**config.mk**
```make
export PLATFORM = sky130hd
export DESIGN_NAME = cpa_ctrl
export DESIGN_NICKNAME = d
export VERILOG_FILES = /design/src/rtl/cpa_pkg.sv /design/src/rtl/cpa_ctrl.sv
export SDC_FILE = /design/constraint.sdc
export NUM_CORES = 1
export LEC_CHECK = 0
export ABC_AREA = 1
export BUFFER_PORTS_ARGS = -buffer_cell sky130_fd_sc_hd__buf_2
export CORE_UTILIZATION = 42
export CTS_BUF_LIST = sky130_fd_sc_hd__clkbuf_8
export DETAILED_ROUTE_END_ITERATION = 16
export GPL_ROUTABILITY_DRIVEN = 1
export HOLD_SLACK_MARGIN = 0.06
export PLACE_DENSITY_LB_ADDON = 0.2
export SYNTH_ARGS = -nofsm -noshare
export SYNTH_HDL_FRONTEND = slang
export SYNTH_SLANG_ARGS = --single-unit
```
**constraint.sdc**
```tcl
create_clock -name clk -period 2.7 [get_ports clk]
set_input_delay 0.54 -clock clk [delete_from_list [all_inputs] [get_ports clk]]
set_output_delay 0.54 -clock clk [all_outputs]
set_load 0.02 [all_outputs]
```
**src/rtl/cpa_pkg.sv**
```systemverilog
// Shared types, constants and codes of the contiguous page allocator.
`default_nettype none

package cpa_pkg;

	localparam int NUM_PAGES_DEF = 1024;

	localparam int MODE_W = 2;
	localparam int REQ_W  = 11;
	localparam int IDX_W  = 10;
	localparam int RL_W   = 11;

	localparam int APB_DW = 32;
	localparam int ADDR_W = 3;
	localparam int RIDX_W = ADDR_W - 2;

	localparam logic [RIDX_W-1:0] REG_BOOT_RESERVED = RIDX_W'(0);

	localparam logic [MODE_W-1:0] MODE_INIT      = 2'd0;
	localparam logic [MODE_W-1:0] MODE_ALLOC     = 2'd1;
	localparam logic [MODE_W-1:0] MODE_FREE_RUN  = 2'd2;
	localparam logic [MODE_W-1:0] MODE_FREE_PAGE = 2'd3;

	// controller -> datapath
	typedef struct packed {
		logic load;       // capture request, clear walkers
		logic init_wr;    // write one page of the init pattern
		logic scan;       // first-fit scan step
		logic mark_load;  // record run length, point walker at run base
		logic clr_wr;     // mark one page used
		logic run_rd;     // read and clear recorded length
		logic run_load;   // load remaining count from recorded length
		logic set_wr;     // mark one page free
		logic single_wr;  // free one page, clear its length
	} cmd_t;

	// datapath -> controller
	typedef struct packed {
		logic init_last;
		logic found;
		logic exhausted;
		logic rem_last;
		logic set_end;
		logic req_zero;
		logic idx_ok;
	} sts_t;

	// controller -> result register
	typedef struct packed {
		logic load;
		logic ok;
		logic base_en;
	} res_t;

endpackage

`default_nettype wire

```
**src/rtl/cpa_ctrl.sv**
```systemverilog
// Controller: sequences init, first-fit scan, run marking and frees.
`default_nettype none

module cpa_ctrl (
	input  logic                       clk,
	input  logic                       arst_n,
	input  logic                       s_tvalid,
	output logic                       s_tready,
	input  logic [cpa_pkg::MODE_W-1:0] mode,
	input  logic                       out_free,
	input  cpa_pkg::sts_t              sts,
	output cpa_pkg::cmd_t              cmd,
	output cpa_pkg::res_t              res
);
	import cpa_pkg::*;

	localparam logic [3:0] ST_IDLE  = 4'd0;
	localparam logic [3:0] ST_DISP  = 4'd1;
	localparam logic [3:0] ST_INIT  = 4'd2;
	localparam logic [3:0] ST_SCAN  = 4'd3;
	localparam logic [3:0] ST_MLOAD = 4'd4;
	localparam logic [3:0] ST_MARK  = 4'd5;
	localparam logic [3:0] ST_RUNRD = 4'd6;
	localparam logic [3:0] ST_RUNLD = 4'd7;
	localparam logic [3:0] ST_SET   = 4'd8;
	localparam logic [3:0] ST_RESP  = 4'd9;

	logic [3:0]        state_q, state_d;
	logic [MODE_W-1:0] mode_q;
	logic              active_q, active_d;
	logic              ok_q, ok_d;
	logic              base_en_q, base_en_d;

	assign s_tready = state_q == ST_IDLE;

	always_comb begin
		state_d     = state_q;
		active_d    = active_q;
		ok_d        = ok_q;
		base_en_d   = base_en_q;
		cmd         = '0;
		res.load    = 1'b0;
		res.ok      = ok_q;
		res.base_en = base_en_q;

		unique case (state_q)
			ST_IDLE: begin
				if (s_tvalid) begin
					cmd.load = 1'b1;
					state_d  = ST_DISP;
				end
			end
			ST_DISP: begin
				ok_d      = 1'b0;
				base_en_d = 1'b0;
				state_d   = ST_RESP;
				unique case (mode_q)
					MODE_INIT: begin
						if (!active_q) state_d = ST_INIT;
					end
					MODE_ALLOC: begin
						if (active_q && !sts.req_zero) state_d = ST_SCAN;
					end
					MODE_FREE_RUN: begin
						if (active_q && sts.idx_ok) state_d = ST_RUNRD;
					end
					MODE_FREE_PAGE: begin
						if (active_q && sts.idx_ok) begin
							cmd.single_wr = 1'b1;
							ok_d          = 1'b1;
						end
					end
				endcase
			end
			ST_INIT: begin
				cmd.init_wr = 1'b1;
				if (sts.init_last) begin
					active_d = 1'b1;
					ok_d     = 1'b1;
					state_d  = ST_RESP;
				end
			end
			ST_SCAN: begin
				cmd.scan = 1'b1;
				if (sts.found) begin
					state_d = ST_MLOAD;
				end else if (sts.exhausted) begin
					state_d = ST_RESP;
				end
			end
			ST_MLOAD: begin
				cmd.mark_load = 1'b1;
				state_d       = ST_MARK;
			end
			ST_MARK: begin
				cmd.clr_wr = 1'b1;
				if (sts.rem_last) begin
					ok_d      = 1'b1;
					base_en_d = 1'b1;
					state_d   = ST_RESP;
				end
			end
			ST_RUNRD: begin
				cmd.run_rd = 1'b1;
				state_d    = ST_RUNLD;
			end
			ST_RUNLD: begin
				cmd.run_load = 1'b1;
				state_d      = ST_SET;
			end
			ST_SET: begin
				if (sts.set_end) begin
					ok_d    = 1'b1;
					state_d = ST_RESP;
				end else begin
					cmd.set_wr = 1'b1;
				end
			end
			ST_RESP: begin
				if (out_free) begin
					res.load = 1'b1;
					state_d  = ST_IDLE;
				end
			end
			default: begin
				state_d = ST_IDLE;
			end
		endcase
	end

	always_ff @(posedge clk or negedge arst_n) begin
		if (!arst_n) begin
			state_q   <= ST_IDLE;
			active_q  <= 1'b0;
			ok_q      <= 1'b0;
			base_en_q <= 1'b0;
			mode_q    <= MODE_INIT;
		end else begin
			state_q   <= state_d;
			active_q  <= active_d;
			ok_q      <= ok_d;
			base_en_q <= base_en_d;
			if (cmd.load) begin
				mode_q <= mode;
			end
		end
	end

	a_found_marks: assert property (@(posedge clk) disable iff (!arst_n)
		(state_q == ST_SCAN && sts.found) |=> state_q == ST_MLOAD)
		else $error("found run not followed by marking");

	a_init_inactive: assert property (@(posedge clk) disable iff (!arst_n)
		cmd.init_wr |-> !active_q)
		else $error("init pattern written while allocator active");

	a_res_room: assert property (@(posedge clk) disable iff (!arst_n)
		res.load |-> out_free)
		else $error("result loaded over an untaken word");

endmodule

`default_nettype wire

```
==> qor.yml <==
critical_path:
  end_kind: "primary output"
  slowest_stage: "dfrtp_1"
  critPathTopFamily: "simple AND/OR/NAND/NOR gates"
  rr_endpoint: "state_q[3]"
  cp.required_ns: 2.16
  worst_r2r_path_depth: 6
  worst-path-max-fanout: 5
  critPathLaunchType: "flop"
  critPathKind: "reg -> out"
  slowest_delay_ns: 0.44
  cp.arrival_ns: 1.49
  path_cells: "nor2_1 -> nand2_1 -> nor2_4 -> buf_2"
  r2r_setup_slack_ns: 1.36
  worstReg2RegStart: "state_q[1]"
  timing.critical_path.buf_inv: 1
clock_tree:
  clock_sinks: 9
  cts_tree: "done"
  clk_path_buf_depth: 2
  insertion_delay_ns: 0.24
  ctsHoldBuffers: 0
  cts_resized: 0
  postCtsSetupBuffers: 0
  cts-root-buf: "clkbuf_8"
  cts_buffers: 3
  cts.clk_slew.worst_paths_ns: 0.05
  ctsHtreeMaxLevel: 1
global_route:
  grt-ovfl-total: 0
  antenna_found_initial: 0
  grt_max_degree: 10
  grt_use_total_pct: 21.9
  grt_pass1_wl_mm: 3.00
  grt_pass1_vias: 700
yosys:
  yosys_warnings: 0
  avgSynthCellArea_sq_um: 6.35
  yosys.area_share.adder_pct: 0
  yosysTopAreaCellShare_pct: 31.1
  synth_compound_area_share_pct: 4.66
  synth.net_count: 127
  synthSimpleGateAreaFrac_pct: 48.7
  synth_seq_cells: 9
  synthMuxAreaShare_pct: 0
  synth_seq_area_share_pct: 31.1
  synthXorXnorAreaFrac_pct: 0
  syn-cell-area_sq_um: 724
  yosysTopAreaCell: "dfrtp_1"
  synth_area_leaders: "dfrtp_1, nand2_1, inv_1"
  yosysUniqueCellTypes: 17
  synth_top_family_by_area: "simple AND/OR/NAND/NOR gates"
  syn_inst: 114
floorplanning:
  die_area_sq_um: 1890
  rows: 14
  num_io_pins: 26
  die_h_microns: 43.5
  design.core.area_sq_um: 1560
  die_w_microns: 43.5
  start_util_pct: 46.5
run_status:
  status: "complete, but fails checks"
  failed_checks: "design-rule violations"
timing:
  post-route-period-util_pct: 75.1
  relSlewSlack_pct: 80.1
  timing.final.ws_setup_ns: 0.672
  hold_violations: 0
  clock_skew_ns: 0.000709
  final_max_slew_viol_count: 0
  timing.fmax_mhz: 493
  final-setup-viol-count: 0
  worst_slew_pin_slew_ns: 0.297
  rsz0062_at_grt: "false"
  tns_ns: 0
  final.min_clock_period_ns: 2.03
route:
  drc_errors: 2
  via_per_inst: 5.15
  drtPass1Iterations: 10
  num_vias: 804
  wirelength_mm: 1.80
  drtIter0Drc: 23
  wl_per_cell_microns: 11.5
  ant_nets: 0
cells_and_area:
  area_growth_pct: 23.1
  finalNetCount: 154
  drive_above_1_share_pct: 28.6
  n_antenna_cell: 0
  mostFrequentLayoutCell: "nand2_1"
  final_cell_mix: "nand2_1, buf_2, inv_1"
power_and_ir_drop:
  irDropWorstVdd_mv: 0.493
  power-per-cell-area_nw_per_um2: 1150
  p_leak_nw: 0.592
  power_mw: 1.03
run:
  cap_violations: 0
place:
  dp_slack_ns: 0.941
  place_congestion: 0.941
  dp_hpwl_mm: 1.41
  port_buffers: 25
hold_path:
  min_path_type: "in -> async"
-- through the flow --
| stage | area, sq um | std cells | hold slack [ns] | utilization (%) |
|---|---|---|---|---|
| floorplan | 724 | 114 | 0.244 | - |
| global placement | 847 | 152 | 0.410 | 54.3 |
| detailed placement | 847 | 152 | 0.413 | 54.3 |
| CTS | 892 | 156 | 0.162 | 57.2 |
| global route | 892 | 156 | 0.173 | 57.2 |
| finish | 892 | 156 | 0.152 | 57.2 |
-- flip-flops by register name (all words and copies together) (netlist names) --
signal     flops
active_q       1
base_en_q      1
state_q        4
ok_q           1
mode_q         2
-- routing by layer --
layer,global-route usage (%),vias up,wire length (microns)
met5,0,-,0
li1,-,400,-
met3,5.00,7,135
met1,29.7,358,793
met2,34.5,39,822
met4,7.50,0,44
-- cells by family after synthesis --
family	Yosys count
buffers and inverters	27
DFF	9
and+or+nand+nor	72
AOI/OAI and AO/OA	6
-- how the worst max path moves through the flow --
stage,start,end,cells past startpoint
after floorplan,state_q[2],cmd[5],4
after global routing,state_q[1],cmd[8],4
after global placement,state_q[1],cmd[8],4
after detailed placement,state_q[1],cmd[8],4
after CTS,state_q[1],cmd[8],4
final,state_q[1],cmd[8],4
-- report_power, final --
| group | switching [mW] | internal (mW) | total, mW |
|---|---|---|---|
| Clock | 0.0577 | 0.0994 | 0.157 |
| Sequential | 0.0658 | 0.194 | 0.260 |
| Combinational | 0.412 | 0.197 | 0.610 |
-- area by class of cell --
class / instances / area, sq um
Clock inverter: 1 / 3.75
Sequential cell: 9 / 225
Fill cell: 155 / 667
Clock buffer: 3 / 41.3
Tap cell: 16 / 20.0
Inverter: 24 / 90.1
Timing Repair Buffer: 25 / 125
Multi-Input combinational cell: 78 / 387
-- cell usage after synthesis --
master / instances
nor3_1: 1
nand3_1: 15
nand3b_1: 1
nand3_2: 3
o21ai_0: 4
nand2_1: 29
inv_1: 22
nor2_4: 4
inv_2: 2
dfrtp_1: 9
nor2_2: 1
nand4_1: 2
nor2_1: 15
o21ai_2: 1
nand2_2: 1
buf_4: 3
a21oi_1: 1
Note: power is estimated with default switching activity, not from simulation.
